### config.mk
export PLATFORM = sky130hd
export DESIGN_NAME = lik_front_flat
export DESIGN_NICKNAME = d
export VERILOG_FILES = /design/src/hw/rtl/lik_target_if.sv /design/src/hw/rtl/lik_front.sv /design/src/flat_wrapper.sv
export SDC_FILE = /design/constraint.sdc
export NUM_CORES = 1
export LEC_CHECK = 0
export ABC_AREA = 1
export BUFFER_PORTS_ARGS = -buffer_cell sky130_fd_sc_hd__buf_2
export CORE_AREA = 8 8 203 205
export DETAILED_ROUTE_END_ITERATION = 7
export DIE_AREA = 0 0 211 213
export PLACE_DENSITY = 0.73
export SLEW_MARGIN = 30
export SYNTH_ARGS = -nofsm -noshare
export SYNTH_HDL_FRONTEND = slang
export SYNTH_SLANG_ARGS = --single-unit
### constraint.sdc
create_clock -name clk -period 13.04 [get_ports clk]
set_clock_uncertainty 0.1 [all_clocks]
set_input_delay 1.956 -clock clk [delete_from_list [all_inputs] [get_ports clk]]
set_output_delay 1.956 -clock clk [all_outputs]
set_load 0.02 [all_outputs]
### src/hw/rtl/lik_target_if.sv
`timescale 1ns / 1ps

interface lik_target_if #(
    parameter int COORD_BITS = 13
) ();
    logic valid;
    logic ready;
    logic signed [COORD_BITS-1:0] target_x;
    logic signed [COORD_BITS-1:0] target_y;
    logic signed [COORD_BITS-1:0] target_z;

    modport source (output valid, output target_x, output target_y, output target_z,
                    input ready);
    modport sink (input valid, input target_x, input target_y, input target_z,
                  output ready);
endinterface

### src/hw/rtl/lik_front.sv
`timescale 1ns / 1ps

module lik_front #(
    parameter int COORD_BITS = 13,
    parameter int DATA_W = 7 * COORD_BITS - 1
) (
    input  logic              clk,
    input  logic              rst_n,
    lik_target_if.sink        target,
    output logic              push_valid,
    input  logic              push_ready,
    output logic [DATA_W-1:0] push_data
);
    localparam int CB = COORD_BITS;

    logic fv_reg;
    logic signed [CB-1:0] x_reg;
    logic signed [CB-1:0] y_reg;
    logic signed [CB-1:0] z_reg;
    logic [2*CB-1:0] rxy_reg;
    logic [2*CB-2:0] zz_reg;
    logic signed [2*CB-1:0] xx;
    logic signed [2*CB-1:0] yy;
    logic signed [2*CB-1:0] zsq;
    logic accept;

    assign target.ready = !fv_reg || push_ready;
    assign accept = target.valid && target.ready;
    assign xx = target.target_x * target.target_x;
    assign yy = target.target_y * target.target_y;
    assign zsq = target.target_z * target.target_z;

    always_ff @(posedge clk or negedge rst_n)
    begin
        if (!rst_n)
        begin
            fv_reg <= 1'b0;
        end
        else if (accept)
        begin
            fv_reg <= 1'b1;
        end
        else if (push_ready)
        begin
            fv_reg <= 1'b0;
        end
    end

    always_ff @(posedge clk)
    begin
        if (accept)
        begin
            x_reg <= target.target_x;
            y_reg <= target.target_y;
            z_reg <= target.target_z;
            rxy_reg <= $unsigned(xx) + $unsigned(yy);
            zz_reg <= zsq[2*CB-2:0];
        end
    end

    assign push_valid = fv_reg;
    assign push_data = {x_reg, y_reg, z_reg, rxy_reg, zz_reg};
endmodule

### src/flat_wrapper.sv
// flat-port wrapper written by rule: the top's interface ports become plain ports
module lik_front_flat 
#(
    parameter int COORD_BITS = 13,
    parameter int DATA_W = 7 * COORD_BITS - 1
)
  (clk, rst_n, push_valid, push_ready, push_data, target_valid, target_target_x, target_target_y, target_target_z, target_ready);
  lik_target_if #(.COORD_BITS(COORD_BITS)) target_i ();
  input  logic clk;
  input  logic rst_n;
  output logic push_valid;
  input  logic push_ready;
  output logic [DATA_W-1:0] push_data;
  input wire logic [$bits(target_i.valid)-1:0] target_valid;
  input wire logic [$bits(target_i.target_x)-1:0] target_target_x;
  input wire logic [$bits(target_i.target_y)-1:0] target_target_y;
  input wire logic [$bits(target_i.target_z)-1:0] target_target_z;
  output wire logic [$bits(target_i.ready)-1:0] target_ready;
  assign target_i.valid = target_valid;
  assign target_i.target_x = target_target_x;
  assign target_i.target_y = target_target_y;
  assign target_i.target_z = target_target_z;
  assign target_ready = target_i.ready;
  lik_front #(.COORD_BITS(COORD_BITS), .DATA_W(DATA_W)) u_core (.clk(clk), .rst_n(rst_n), .target(target_i), .push_valid(push_valid), .push_ready(push_ready), .push_data(push_data));
endmodule
==> results of run 1 <==
-- synthesized netlist by cell type --
master / count
nor3_4: 1
ha_1: 181
nand3b_1: 4
a21boi_1: 1
clkbuf_1: 42
conb_1: 1
nor3_1: 4
xnor2_1: 21
o21bai_1: 7
nor3_2: 5
nor4_1: 1
clkinv_1: 1
o21ai_1: 8
nand3b_2: 1
or2_2: 9
nand2_4: 1
o21a_1: 1
a31oi_1: 4
nand2_2: 5
inv_1: 727
o21ai_2: 3
buf_4: 2
a21oi_1: 40
buf_2: 1
fa_1: 475
nand4_1: 7
xor2_1: 41
nor2_2: 5
a21oi_2: 2
o21ai_0: 19
a21boi_2: 2
a21o_1: 7
inv_2: 6
nand3_1: 29
edfxtp_1: 88
o21bai_2: 1
dfrtp_1: 1
nand2_1: 372
a31o_2: 2
a221oi_1: 1
a21boi_0: 1
nor2_1: 73
-- routing by layer --
metal / part of all wire [%] / GRT usage (%) / vias to the layer above
li1: - / - / 6504
met1: 41 / 28.2 / 7083
met2: 49 / 37.9 / 478
met3: 7.4 / 4.58 / 93
met4: 2.8 / 8.25 / 0
met5: 0 / 0 / -
-- worst max path at each step --
| stage | from | end | cells past startpoint | slack, ns |
|---|---|---|---|---|
| after floorplan | target_target_y[12] | u_core.rxy_reg[21] | 22 | 5.20 |
| after global placement | target_target_y[12] | u_core.rxy_reg[25] | 21 | 4.79 |
| after detailed placement | target_target_y[12] | u_core.rxy_reg[25] | 24 | 4.66 |
| after CTS | target_target_y[12] | u_core.rxy_reg[25] | 24 | 5.05 |
| after global routing | target_target_y[12] | u_core.rxy_reg[25] | 24 | 4.71 |
| final | target_target_y[12] | u_core.rxy_reg[25] | 24 | 5.06 |
-- final cells by class --
cell class / instances / area (um^2)
fill: 3272 / 16000
multi-input combinational: 1336 / 15100
inverter: 734 / 2760
sequential: 89 / 2670
timing repair buffer: 134 / 673
tap: 518 / 648
clock buffer: 9 / 225
clock inverter: 7 / 83.8
-- layout by cell type (no fill, tap or decap), drive strengths merged, types with 4 or more instances in the layout --
master	n
a21o	7
a31oi	4
buf	134
nor2	78
nor3	10
inv	737
nand3	29
edfxtp	88
nand4	7
clkbuf	9
xor2	41
ha	181
xnor2	21
fa	475
a21boi	4
nand2	378
or2	9
a21oi	42
nand3b	5
o21bai	8
o21ai	30
-- through the flow --
stage,utilization (%),area [um^2],worst slack (ns)
finish,58.0,22100,5.06
detailed placement,57.2,21800,4.66
CTS,58.0,22100,5.05
global placement,57.2,21800,4.79
floorplan,-,20600,5.20
global route,58.0,22100,4.71
-- worst register-to-register path, stage by stage, from the launching register on --
cell and delay [ns]:
dfrtp_1 0.42, a21oi_4 0.61, buf_4 0.86
-- cells by family after synthesis --
group / Yosys count / synth area share [%]
AO/OA/AOI/OAI: 99 / 2.87
XOR/XNOR: 62 / 2.63
other: 1 / 0.0182
AND/OR/NAND/NOR: 517 / 10.3
buffers and inverters: 779 / 14.2
flip-flops: 89 / 12.9
adder cells (fa/ha/maj): 656 / 57.1
==> impl_metrics.env, run 1 <==
export IMPL_grt_max_degree=66
export IMPL_critPathArrivalTime_ns=8.02
export IMPL_ys_seq_area_share_pct=12.9
export IMPL_critPathBufInv=8
export IMPL_slowest_stage="fa_1"
export IMPL_clkTransAtPathRegs_ns=0.07
export IMPL_worstPathCellList="buf_2, nand2_1, fa_1, inv_1, fa_1, inv_1, fa_1, fa_1, inv_1, fa_1, inv_1, fa_1, inv_1, fa_1, ha_1, nand2_1, nor2_1, nand2_1, inv_1, nand3_1, nand3_1, inv_2, nand3_1, nand2_1"
export IMPL_drt_pass1_iter_count=6
export IMPL_grt_pass1_wl_um=79100
export IMPL_via_count=14158
export IMPL_r2r_cells=2
export IMPL_die_y_um=213
export IMPL_max_slew_margin_pct=37.3
export IMPL_holdPathStages=2
export IMPL_hold_buffers=0
export IMPL_worstMarginPinSlew_ns=0.940
export IMPL_cts_tree="yes"
export IMPL_first_global_vias=15977
export IMPL_layout_nets=3003
export IMPL_cts_htree_levels=3
export IMPL_core_area_mm2=0.0381
export IMPL_dieWidth_um=211
export IMPL_cts_root_buf="clkbuf_16"
export IMPL_synth_area_leaders="fa_1 46%, inv_1 13%, edfxtp_1 13%, ha_1 11%, nand2_1 6.8%"
export IMPL_overflow=0
export IMPL_track_usage_pct=22.4
export IMPL_tns_ns=0
export IMPL_antenna_found_initial=0
export IMPL_outcome="finished, final reports clean"
export IMPL_cts_buffers=9
export IMPL_area_growth_pct=7.11
export IMPL_start_util_pct=54.2
export IMPL_synth_distinct_cells=42
export IMPL_critical_path_required_ns=13.08
export IMPL_drt_total_wl_um=46600
export IMPL_rsz0062_at_grt="false"
export IMPL_critPathLaunchType="primary input"
export IMPL_io_pins=135
export IMPL_period_share_pct=61.2
export IMPL_syn_area_per_cell_um2=9.37
export IMPL_place_hpwl_um=40000
export IMPL_yosys_warnings=0
export IMPL_max_freq_mhz=125
export IMPL_num_rows=72
export IMPL_crit_top_cell="fa_1"
export IMPL_r2r_start="u_core.push_valid"
export IMPL_stdcell_count=2827
export IMPL_finalMaxSlewViolations=0
export IMPL_synth_top_area_share_pct=46.1
export IMPL_drt_iter0_drc=908
export IMPL_critPathKind="in2reg"
export IMPL_gp_congestion=0.942
export IMPL_end_kind="flop"
export IMPL_largest_reg_flops=26
export IMPL_fin_hold_ws_ns=0.485
export IMPL_clock_path_buffers=2
export IMPL_drc=0
export IMPL_fin_crit_ns=7.98
export IMPL_ant_nets=0
export IMPL_cp_top_family="adder cells"
export IMPL_synthCells=2203
export IMPL_hp_class="reg2reg"
export IMPL_synth_seq_cells=89
export IMPL_critPathMaxStageDelay_ns=0.91
export IMPL_regToRegSetupSlack_ns=10.63
export IMPL_final_hold_viol_count=0
export IMPL_r2r_end="u_core.x_reg[11]"
export IMPL_insertion_delay_ns=0.38
export IMPL_numClockSinks=89
export IMPL_drive_above_1_share_pct=8.40
export IMPL_wl_per_cell_um=16.5
export IMPL_path_max_fanout=18
export IMPL_worstHoldEndpoint="u_core.push_valid"
export IMPL_io_buffer_count=133
export IMPL_diodes=0
export IMPL_yosysTopAreaCell="fa_1"
export IMPL_cap_violations=0
export IMPL_cts_resized=0
export IMPL_syn_cell_area_mm2=0.0206
export IMPL_holdCritStartpoint="u_core.push_valid"
export IMPL_setup_viol=0
export IMPL_viasPerCell=5.01
export IMPL_dp_cells=2811
export IMPL_cts_setup_buffers=0
export IMPL_dieArea_mm2=0.0449
Power of run 1 is left out: the tool's default activity adds up to more than one toggle a clock period on the data nets, which glitch-free logic cannot reach.
==> run 2: changes to the inputs <==
Settings changed: PLACE_DENSITY 0.73 to 0.76.
Clock period 13.04 ns to 6.6 ns, I/O delays scaled along.
==> run 2 against run 1 <==
Final cell count rose by 6.8%. Routed wire length increased by 4.0%. Non-clock buffer count increased by 192. Worst setup slack worse by 4.9 ns. Worst hold slack worse by 0.22 ns. Highest routed layer unchanged. Critical path type unchanged. Sequential share of layout area shrank 0.86 points. Global-route usage is 0.59 points higher. Via count increased by 5.0%. Die area is the same. Critical endpoint is now u_core.rxy_reg[15]. Clock-buffer cell count is the same. Utilization up 4.4 points.
==> impl_metrics.env, run 2 (synthesis results as in run 1) <==
export IMPL_dieArea_mm2=0.0449
export IMPL_worstMarginPinSlew_ns=0.768
export IMPL_r2r_cells=2
export IMPL_io_buffer_count=133
export IMPL_critical_path_required_ns=6.68
export IMPL_drt_iter0_drc=878
export IMPL_end_kind="flop"
export IMPL_max_slew_margin_pct=48.7
export IMPL_ff_latch_area_mm2=0.00267
export IMPL_io_pins=135
export IMPL_hold_buffers=0
export IMPL_worst_path_stages=21
export IMPL_final_hold_viol_count=0
export IMPL_dieWidth_um=211
export IMPL_gp_congestion=0.920
export IMPL_crit_top_cell="fa_1"
export IMPL_cap_violations=0
export IMPL_num_rows=72
export IMPL_multiInputGateArea_mm2=0.0152
export IMPL_grt_pass1_wl_um=81600
export IMPL_first_global_vias=16789
export IMPL_max_freq_mhz=154
export IMPL_cp_top_family="adder cells"
export IMPL_endpoint="u_core.rxy_reg[15]"
export IMPL_r2r_end="u_core.y_reg[1]"
export IMPL_overflow=0
export IMPL_critPathLaunchType="primary input"
export IMPL_via_count=14864
export IMPL_cts_buffers=9
export IMPL_drc=0
export IMPL_finalMaxSlewViolations=0
export IMPL_core_area_mm2=0.0381
export IMPL_clock_path_buffers=2
export IMPL_critPathMaxStageDelay_ns=0.57
export IMPL_slowest_stage="fa_1"
export IMPL_cts_tree="yes"
export IMPL_grtUsageMet3_pct=3.77
export IMPL_antenna_found_initial=2
export IMPL_fin_crit_ns=6.48
export IMPL_wl_per_cell_um=16.1
export IMPL_die_y_um=213
export IMPL_area_growth_pct=15.3
export IMPL_fillers=3066
export IMPL_critPathKind="in2reg"
export IMPL_setup_viol=0
export IMPL_numClockSinks=89
export IMPL_critPathBufInv=5
export IMPL_r2r_start="u_core.push_valid"
export IMPL_regToRegSetupSlack_ns=4.37
export IMPL_track_usage_pct=23.0
export IMPL_final_common_cell="inv_1"
export IMPL_largest_reg_flops=26
export IMPL_drt_pass1_iter_count=7
export IMPL_outcome="finished, final reports clean"
export IMPL_start_util_pct=54.2
export IMPL_met1_usage_pct=28.0
export IMPL_critPathArrivalTime_ns=6.56
export IMPL_final_cell_mix="724 x inv_1, 466 x fa_1, 367 x nand2_1, 186 x buf_4, 174 x ha_1"
export IMPL_period_share_pct=98.2
export IMPL_worstPathCellList="buf_2, buf_4, nand2_1, fa_1, inv_1, fa_1, fa_1, fa_1, fa_1, fa_1, inv_1, fa_1, inv_1, ha_1, nand2_1, nand2_1, a21oi_1, nand2_1, a21boi_2, o21ai_1, xor2_1"
export IMPL_cts_htree_levels=3
export IMPL_drive_above_1_share_pct=17.0
export IMPL_ant_nets=0
export IMPL_viasPerCell=4.92
export IMPL_clkTransAtPathRegs_ns=0.07
export IMPL_top_usage_layer="met2"
export IMPL_place_hpwl_um=43000
export IMPL_layout_nets=3195
export IMPL_cts_root_buf="clkbuf_16"
export IMPL_startpoint="target_target_y[3]"
export IMPL_drt_total_wl_um=48500
export IMPL_tns_ns=0
export IMPL_grt_max_degree=66
export IMPL_gr_usage_met2_pct=40.3
export IMPL_hp_class="in2async"
export IMPL_path_max_fanout=11
export IMPL_insertion_delay_ns=0.38
run 2: worst reg2reg max path, stage by stage (launching register included):
cell and delay [ns]:
dfrtp_1 0.42, a21oi_4 0.64, buf_6 0.67
run 2: how the worst min path moves through the flow:
stage | startpoint | endpoint | slack (ns) | cells after the start
after floorplan | rst_n | u_core.push_valid | 0.59 | 0
after global placement | u_core.push_valid | u_core.push_valid | 0.45 | 2
after detailed placement | u_core.push_valid | u_core.push_valid | 0.47 | 2
after CTS | rst_n | u_core.push_valid | 0.24 | 1
after global routing | rst_n | u_core.push_valid | 0.25 | 1
final | rst_n | u_core.push_valid | 0.27 | 1
run 2: metal layers:
metal  up-vias  wire [um]
li1       6879          -
met1      7400      19500
met2       474      24500
met3       111       2810
met4         0       1730
met5         -          0
run 2: what timing repair did:
action / 4_1_cts / 5_1_grt
resized for setup: 0 / 52
setup endpoints to repair: 0 / 11
buffers inserted: 0 / 2
run 2: area by class of cell:
type,instances,area share (%)
Antenna cell,1,0.0105
Multi-Input combinational cell,1336,64.0
Clock inverter,7,0.347
Timing Repair Buffer,326,9.17
Tap cell,518,2.72
Clock buffer,9,0.946
Inverter,734,11.6
Sequential cell,89,11.2
run 2: metrics by stage:
step / hold WS, ns / cells / setup slack, ns / cell area (um^2) / utilization [%]
after global placement: 0.452 / 3001 / -0.206 / 23300 / 61.0
after detailed placement: 0.472 / 3001 / -0.328 / 23300 / 61.0
after CTS: 0.244 / 3017 / 0.0818 / 23600 / 61.8
after floorplan: 0.594 / 2204 / -0.0159 / 20600 / -
after global routing: 0.248 / 3020 / -0.0121 / 23800 / 62.4
final: 0.269 / 3020 / 0.116 / 23800 / 62.4
Power of run 2 is left out for the same reason.
