### src/hw/rtl/lik_queue.sv
`timescale 1ns / 1ps

module lik_queue #(
    parameter int DATA_W = 90
) (
    input  logic              clk,
    input  logic              rst_n,
    input  logic              push_valid,
    output logic              push_ready,
    input  logic [DATA_W-1:0] push_data,
    output logic              pop_valid,
    input  logic              pop,
    output logic [DATA_W-1:0] pop_data
);
    logic [DATA_W-1:0] mem_reg [2];
    logic wp_reg;
    logic rp_reg;
    logic [1:0] cnt_reg;
    logic do_push;
    logic do_pop;

    assign push_ready = cnt_reg != 2'd2;
    assign pop_valid = cnt_reg != 2'd0;
    assign do_push = push_valid && push_ready;
    assign do_pop = pop && pop_valid;
    assign pop_data = mem_reg[rp_reg];

    always_ff @(posedge clk or negedge rst_n)
    begin
        if (!rst_n)
        begin
            wp_reg <= 1'b0;
            rp_reg <= 1'b0;
            cnt_reg <= 2'd0;
        end
        else
        begin
            if (do_push)
            begin
                wp_reg <= !wp_reg;
            end
            if (do_pop)
            begin
                rp_reg <= !rp_reg;
            end
            if (do_push && !do_pop)
            begin
                cnt_reg <= cnt_reg + 2'd1;
            end
            else if (do_pop && !do_push)
            begin
                cnt_reg <= cnt_reg - 2'd1;
            end
        end
    end

    always_ff @(posedge clk)
    begin
        if (do_push)
        begin
            mem_reg[wp_reg] <= push_data;
        end
    end
endmodule

### config.mk
export PLATFORM = sky130hd
export DESIGN_NAME = lik_queue
export DESIGN_NICKNAME = d
export VERILOG_FILES = /design/src/hw/rtl/lik_queue.sv
export SDC_FILE = /design/constraint.sdc
export NUM_CORES = 1
export LEC_CHECK = 0
export ABC_AREA = 1
export BUFFER_PORTS_ARGS = -buffer_cell sky130_fd_sc_hd__buf_2
export CAP_MARGIN = 10
export CORE_MARGIN = 5
export CORE_UTILIZATION = 30
export DETAILED_ROUTE_END_ITERATION = 10
export PLACE_DENSITY = 0.51
export REMOVE_ABC_BUFFERS = 1
export SYNTH_ARGS = -nofsm -noshare
export SYNTH_HDL_FRONTEND = slang
export SYNTH_SLANG_ARGS = --single-unit
export TNS_END_PERCENT = 1
### constraint.sdc
create_clock -name clk -period 11.19 [get_ports clk]
set_clock_uncertainty 0.15 [all_clocks]
set_input_delay 0.5595 -clock clk [delete_from_list [all_inputs] [get_ports clk]]
set_output_delay 0.5595 -clock clk [all_outputs]
set_load 0.005 [all_outputs]
==> results.json, run 1 <==
{
  "placed_area_mm2": 0.00798,
  "cp-end-kind": "primary output",
  "dp.cells": 954,
  "grt_overflow_total": 0,
  "area_growth_pct": 25.9,
  "synth.distinct_cells": 15,
  "placementRows": 55,
  "final_cell_mix": "nand2_1 (279), buf_2 (185), edfxtp_1 (180), clkbuf_16 (17), inv_1 (6)",
  "fin_tns_setup_ps": 0,
  "clock_latency_ps": 410,
  "drt.antenna.violating_nets": 0,
  "routabilityCongestion": 0.713,
  "wl_per_cell_um": 14.9,
  "syn_inst": 498,
  "use_met3_pct": 3.77,
  "slew_viol_final": 0,
  "fp.coreArea_mm2": 0.0225,
  "multi_input_area_mm2": 0.00112,
  "synth_top_area_share_pct": 79.3,
  "cts_made_buffers": 17,
  "min_period_ps": 3530,
  "reg2regPathDepth": 5,
  "final_common_cell": "nand2_1",
  "clock_sinks": 184,
  "ctsHoldBuffers": 1,
  "routed_wl_mm": 14.7,
  "grt_pass1_wl_mm": 23.1,
  "rsz0062_at_grt": "no",
  "crit_path_cell_trace": "clkinv_2 > buf_4 > nand2_1 > nand2_1 > buf_2",
  "startpoint_type": "flop",
  "vias_per_cell": 4.24,
  "drc_errors": 0,
  "grt_usage_pct": 11.3,
  "n_antenna_cell": 0,
  "syn-mean-instance-area_um2": 13.7,
  "die_x_um": 161,
  "crit_buf_inv": 3,
  "post_cts_buffers": 0,
  "grt_pass1_vias": 4472,
  "hold_path_depth": 1,
  "critPathKind": "reg -> out",
  "ys_ff_latch": 184,
  "r2r_setup_slack_ps": 8310,
  "gr-usage-met1_pct": 13.2,
  "synth_area_mm2": 0.00682,
  "crit_slowest_cell": "dfrtp_4",
  "hp-class": "in -> reg",
  "outcome": "finished, final reports clean",
  "leakage_nw": 3.66,
  "crit_arrival_ps": 2820,
  "synthTopCellsByArea": "edfxtp_1 (79%), nand2_1 (15%), clkbuf_8 (1.8%)",
  "report.power.total_mw": 2.22,
  "maxCapViolations": 0,
  "max_stage_delay_ps": 760,
  "synth_top_area_cell": "edfxtp_1",
  "ir_worst_vdd_mv": 0.137,
  "start_util_pct": 30.3,
  "dieArea_mm2": 0.0258,
  "finalCritPeriodShare_pct": 31.5,
  "cts_max_path_buffers": 2,
  "setup_viol": 0,
  "drive_gt1_share_pct": 32.1,
  "path_clk_slew_ps": 70,
  "slew_headroom_pct": 29.9,
  "die_h_um": 161,
  "crit_required_ps": 10480,
  "ios": 186,
  "via_count": 4186,
  "seq_area_mm2": 0.00551,
  "grt_max_degree": 57,
  "path_delay_family": "buffers and inverters",
  "portBuffers": 185,
  "fin_cells": 987,
  "yosysWarnings": 0,
  "antenna_found_initial": 1,
  "nets": 784,
  "crit_top_cell": "nand2_1",
  "path_max_fanout": 48,
  "ctsHtreeMaxLevel": 4,
  "post_cts_resized": 0,
  "cts_root_buffer": "clkbuf_16",
  "top_usage_layer": "met2",
  "hold_slack_ps": 176,
  "largest_reg_flops": 180,
  "reg2reg_to": "mem_reg[1][67]",
  "grt_use_met2_pct": 19.4,
  "cts_tree": "built",
  "power.density_mw_per_mm2": 258,
  "worst_pin_slew_ps": 1050,
  "hpwlAfterDp_mm": 9.59,
  "worstHoldStart": "push_data[24]",
  "ys_seq_area_share_pct": 80.7,
  "hold_viol": 0,
  "firstDrtPassIters": 4,
  "reg2reg_from": "cnt_reg[0]",
  "fmax_mhz": 284,
  "drt_iter0_drc": 93,
  "min_to": "mem_reg[0][24]",
  "design_area_mm2": 0.00859,
  "fillCellCount": 2202
}
[routing by layer]
layer,part of all wire [%],wire length [um]
met2,50,7330
met4,1.7,243
met3,5.9,869
met1,42,6200
met5,0.089,13
[stage by stage]
stage | util, % | worst slack (ps)
after floorplan | - | 6120
after global placement | 35.5 | 8020
after detailed placement | 35.5 | 8020
after CTS | 38.2 | 7560
after global routing | 38.2 | 7420
final | 38.2 | 7660
[layout make-up]
cell class                 instances  share of cell area (%)
timing repair buffer             191                    11.3
clock inverter                    14                    1.95
inverter                           7                   0.321
sequential                       184                    64.2
tap                              285                    4.15
clock buffer                      18                    5.00
multi-input combinational        288                    13.1
[how the worst max path moves through the flow]
stage / slack (ps) / cells after the start / start / to
4_1_cts: 7560 / 5 / rp_reg / pop_data[21]
6_report: 7660 / 5 / rp_reg / pop_data[34]
2_1_floorplan: 6120 / 2 / push_valid / mem_reg[0][0]
5_1_grt: 7420 / 5 / rp_reg / pop_data[21]
3_5_place_dp: 8020 / 5 / rp_reg / pop_data[21]
3_3_place_gp: 8020 / 5 / rp_reg / pop_data[21]
[where the power goes]
| part | internal (mW) | switching (mW) |
|---|---|---|
| sequential | 0.943 | 0.0594 |
| clock | 0.336 | 0.262 |
| combinational | 0.217 | 0.398 |
| total | 1.50 | 0.719 |
[synthesized netlist by cell type, drive strengths merged]
| master | instances |
|---|---|
| buf | 10 |
| edfxtp | 180 |
| clkbuf | 9 |
| xor2 | 1 |
| nand3 | 2 |
| inv | 7 |
| ha | 1 |
| nor2 | 2 |
| nand4 | 1 |
| xnor2 | 1 |
| nand2 | 280 |
| dfrtp | 4 |
[cells by family after synthesis]
logic type,share of synthesized area (%)
XOR/XNOR,0.257
adder cells (fa/ha/maj),0.183
buffers and inverters,3.03
flip-flops,80.7
AND/OR/NAND/NOR,15.8
Note: power is estimated with default switching activity, not from simulation.
==> run 2: changes to the inputs <==
- PLACE_DENSITY: 0.51 -> 0.52
- clock period: 11.19 -> 3.1 ns (I/O delays scaled with it)
==> run 2 against run 1 <==
Clock-buffer cell count down 1. Critical endpoint is now pop_data[26]. Setup slack worse by 6900 ps. Critical path type unchanged. Utilization up 4.2 points. Combinational power rose to 4.0 times the previous value. Largest power group unchanged. Die area unchanged. Highest routed layer is now met4. Critical path depth unchanged. Power rose to 3.7 times the previous value. Global-route usage up 0.94 points. Non-clock buffer count up 94. Register-to-register slack worse by 7200 ps.
==> results.json, run 2 (same netlist as run 1, synthesis figures left out) <==
{
  "fp.coreArea_mm2": 0.0225,
  "min_period_ps": 2320,
  "grt_overflow_total": 0,
  "ios": 186,
  "finalCritPeriodShare_pct": 74.9,
  "via_count": 4491,
  "die_h_um": 161,
  "cts_root_buffer": "clkbuf_16",
  "drc_errors": 0,
  "power.density_mw_per_mm2": 850,
  "ir_worst_vdd_mv": 0.356,
  "startpoint_type": "flop",
  "die_x_um": 161,
  "cts_max_path_buffers": 2,
  "path_delay_family": "buffers and inverters",
  "cts_made_buffers": 17,
  "hp-class": "in -> reg",
  "slew_headroom_pct": 47.9,
  "antenna_found_initial": 1,
  "final_cell_mix": "nand2_1 (279), buf_2 (185), edfxtp_1 (180), dlygate4sd3_1 (94), clkbuf_16 (17)",
  "fmax_mhz": 431,
  "placed_area_mm2": 0.00801,
  "crit_buf_inv": 3,
  "vias_per_cell": 4.15,
  "wl_per_cell_um": 14.5,
  "crit_required_ps": 2790,
  "leakage_nw": 4.05,
  "hold_slack_ps": 301,
  "grt_pass1_vias": 4764,
  "max_stage_delay_ps": 430,
  "post_cts_buffers": 0,
  "outcome": "finished, final reports clean",
  "grt_pass1_wl_mm": 24.6,
  "slew_viol_final": 0,
  "maxCapViolations": 0,
  "clock_latency_ps": 420,
  "cts_tree": "built",
  "grt_usage_pct": 12.2,
  "setup_viol": 0,
  "firstDrtPassIters": 4,
  "rsz0062_at_grt": "no",
  "hpwlAfterDp_mm": 9.37,
  "dieArea_mm2": 0.0258,
  "critPathKind": "reg -> out",
  "hold_viol": 0,
  "crit_path_cell_trace": "clkinv_2 > buf_12 > nand2_1 > nand2_1 > buf_2",
  "final_common_cell": "nand2_1",
  "design_area_mm2": 0.00953,
  "crit_slowest_cell": "dfrtp_4",
  "drt.antenna.violating_nets": 0,
  "largest_reg_flops": 180,
  "cp-end-kind": "primary output",
  "path_max_fanout": 57,
  "crit_arrival_ps": 2020,
  "start_util_pct": 30.3,
  "report.power.total_mw": 8.10,
  "path_clk_slew_ps": 70,
  "portBuffers": 185,
  "routabilityCongestion": 0.700,
  "fin_tns_setup_ps": 0,
  "dp.cells": 955,
  "routed_wl_mm": 15.7,
  "nets": 878,
  "fin_cells": 1082,
  "worst_pin_slew_ps": 781,
  "grt_max_degree": 92,
  "drt_iter0_drc": 225,
  "drive_gt1_share_pct": 28.3,
  "ctsHtreeMaxLevel": 4,
  "placementRows": 55,
  "clock_sinks": 184,
  "area_growth_pct": 39.7,
  "crit_top_cell": "nand2_1"
}
==> run 2: cell type report <==
class / instances / area [um2]
fillers: 2085 / 13000
inverters: 7 / 27.5
clock buffers: 17 / 425
flip-flops and latches: 184 / 5510
repair buffers: 285 / 1940
clock inverters: 15 / 149
well taps: 285 / 357
diodes: 1 / 2.50
multi-input cells: 288 / 1120
==> run 2: what timing repair did <==
item / 4_1_cts / 5_1_grt
endpoints found under the hold margin: 186 / 0
hold buffers: 94 / 0
gates resized for setup: 0 / 0
==> run 2: power breakdown <==
group | switching (mW) | total, mW | internal [mW]
clock | 0.931 | 2.12 | 1.19
sequential | 0.127 | 3.53 | 3.40
combinational | 1.55 | 2.45 | 0.897
==> run 2: through the flow <==
stage / worst slack [ps] / util [%]
finish: 779 / 42.3
global route: 613 / 42.3
CTS: 653 / 42.3
detailed placement: 1130 / 35.6
floorplan: -1950 / -
global placement: 1170 / 35.6
==> run 2: worst paths after layout <==
path                                    start              to  slack, ps  cells past startpoint
worst max-delay path                   rp_reg    pop_data[26]        780                      5
worst min-delay path            push_data[10]  mem_reg[1][10]        300                      2
worst max register to register     cnt_reg[0]   mem_reg[0][1]       1160                      5
worst min register to register     cnt_reg[0]      cnt_reg[0]        350                      1
max in group asynchronous               rst_n          rp_reg       2070                      3
min in group asynchronous               rst_n      cnt_reg[1]        500                      3
==> run 2: metal layers <==
metal	track usage (%)	routed length, um
met2	20.9	7640
met4	4.73	293
met3	3.64	947
met1	14.6	6790
met5	0	0
==> run 3: changes to the inputs <==
- ABC_AREA: 1 -> 0
- clock period: 3.1 -> 2 ns (I/O delays scaled with it)
==> run 3 against run 2 <==
Design area is 4.5% higher. Critical path type unchanged. Sequential power up 56%. Final cell count down 14%. Setup slack got worse by 680 ps. Register-to-register slack worse by 850 ps. Sequential cell count did not move. Area after synthesis increased by 4.7%. Die area up 4.4%. Sequential share of layout area is 2.5 points lower. First-iteration DRC count down 20%. Synthesized cell count down 40%. Non-clock buffer count rose by 3.
==> results.json, run 3 <==
{
  "outcome": "finished, final reports clean",
  "synth.distinct_cells": 15,
  "crit_buf_inv": 2,
  "hp-class": "in -> reg",
  "portBuffers": 185,
  "path_clk_slew_ps": 70,
  "nets": 690,
  "die_x_um": 164,
  "synthArstFlopShare_pct": 2.17,
  "slew_viol_final": 0,
  "min_period_ps": 1910,
  "setup_viol": 0,
  "hold_path_depth": 2,
  "drc_errors": 0,
  "path_delay_family": "flip-flops",
  "critPathKind": "reg -> out",
  "clock_sinks": 184,
  "drt.antenna.violating_nets": 0,
  "syn_inst": 298,
  "rsz0062_at_grt": "no",
  "grt_max_degree": 60,
  "cts_max_path_buffers": 2,
  "final_util_pct": 42.4,
  "synth_edf_count": 180,
  "grt_usage_pct": 10.8,
  "dieArea_mm2": 0.0270,
  "firstDrtPassIters": 4,
  "syn-mean-instance-area_um2": 24.0,
  "grt_pass1_wl_mm": 22.2,
  "report.power.total_mw": 13.0,
  "largest_reg_flops": 180,
  "reg2regPathDepth": 6,
  "ctsHtreeMaxLevel": 4,
  "cts_made_buffers": 17,
  "area_growth_pct": 39.5,
  "hold_slack_ps": 251,
  "path_max_fanout": 30,
  "ys_seq_area_share_pct": 77.1,
  "cp-end-kind": "primary output",
  "max_stage_delay_ps": 470,
  "crit_arrival_ps": 1660,
  "clock_latency_ps": 420,
  "ir_worst_vdd_mv": 0.630,
  "grt_pass1_vias": 4265,
  "ys_top_cells_by_count": "edfxtp_1 (180), mux2_4 (89), buf_12 (9)",
  "cts_tree": "built",
  "placementRows": 56,
  "startpoint_type": "flop",
  "final_cell_mix": "buf_2 (185), edfxtp_1 (180), dlygate4sd3_1 (94), mux2_4 (89), clkbuf_16 (17)",
  "wl_per_cell_um": 15.5,
  "crit_slowest_cell": "dfrtp_4",
  "final_common_cell": "buf_2",
  "ios": 186,
  "synth_top_area_cell": "edfxtp_1",
  "vias_per_cell": 4.05,
  "grt_overflow_total": 0,
  "yosysWarnings": 0,
  "routabilityCongestion": 0.704,
  "finalCritPeriodShare_pct": 95.3,
  "fin_tns_setup_ps": 0,
  "placed_area_mm2": 0.00846,
  "fp.coreArea_mm2": 0.0235,
  "hold_viol": 0,
  "crit_path_cell_trace": "buf_12 > mux2_2 > buf_2",
  "n_antenna_cell": 0,
  "maxCapViolations": 0,
  "start_util_pct": 30.4,
  "cts_root_buffer": "clkbuf_16",
  "synth-main-ff-cell": "edfxtp_1",
  "slew_headroom_pct": 75.2,
  "design_area_mm2": 0.00996,
  "via_count": 3755,
  "hpwlAfterDp_mm": 9.49,
  "fmax_mhz": 525,
  "antenna_found_initial": 0,
  "synthTopCellsByArea": "edfxtp_1 (76%), mux2_4 (19%), buf_12 (2.5%)",
  "ys_ff_latch": 184,
  "crit_cells": 3,
  "drive_gt1_share_pct": 52.5,
  "synth.most_common_cell": "edfxtp_1",
  "post_cts_resized": 0,
  "synth_top_area_share_pct": 75.7,
  "routed_wl_mm": 14.3,
  "die_h_um": 164,
  "leakage_nw": 3.97,
  "drt_iter0_drc": 179,
  "power.density_mw_per_mm2": 1300,
  "worst_pin_slew_ps": 371,
  "crit_required_ps": 1750,
  "synth_area_mm2": 0.00714
}
-- run 3: final cells by class --
class                      instances  area, um2
multi-input combinational        103       1450
clock inverter                    15        139
timing repair buffer             288       2030
sequential                       184       5510
clock buffer                      17        425
tap                              319        399
inverter                           1       3.75
fill                            2110      13500
-- run 3: logic make-up after synthesis --
group / count (synthesis) / synth area share [%]
flip-flops: 184 / 77.1
multiplexers: 90 / 18.9
buffers and inverters: 11 / 2.73
AND/OR/NAND/NOR: 7 / 0.474
XOR/XNOR: 5 / 0.614
adder cells (fa/ha/maj): 1 / 0.175
-- run 3: final timing paths --
check / from / slack [ps] / end
setup / recovery: rp_reg / 90 / pop_data[81]
min in group asynchronous: rst_n / 450 / cnt_reg[0]
hold / removal: push_data[84] / 250 / mem_reg[0][84]
hold reg to reg: cnt_reg[1] / 350 / cnt_reg[1]
max in group asynchronous: rst_n / 1030 / rp_reg
setup reg to reg: cnt_reg[0] / 310 / cnt_reg[1]
-- run 3: repair_timing --
action | 4_1_cts | 5_1_grt
setup endpoints to repair | 0 | 0
hold endpoints to repair | 187 | 0
hold buffers | 94 | 0
buffers inserted | 0 | 0
-- run 3: where the power goes --
group	leakage, nW	total, mW	internal, mW	switching [mW]
registers	1.72	5.50	5.27	0.230
clock network	0.269	3.17	1.64	1.52
logic	1.98	4.30	2.40	1.90
-- run 3: metal layers --
layer  track usage, %  vias up  wire (um)
li1                 -     1779          -
met1             13.2     1849       6090
met2             18.5      113       7220
met3             3.06       14        844
met4             3.85        0        186
met5                0        -          0
-- run 3: per-stage QoR --
stage                     setup slack, ps  instances
after global routing                 22.3        927
after CTS                            45.2        927
after global placement                352        801
final                                94.4        927
after detailed placement              311        801
after floorplan                     -3090        288
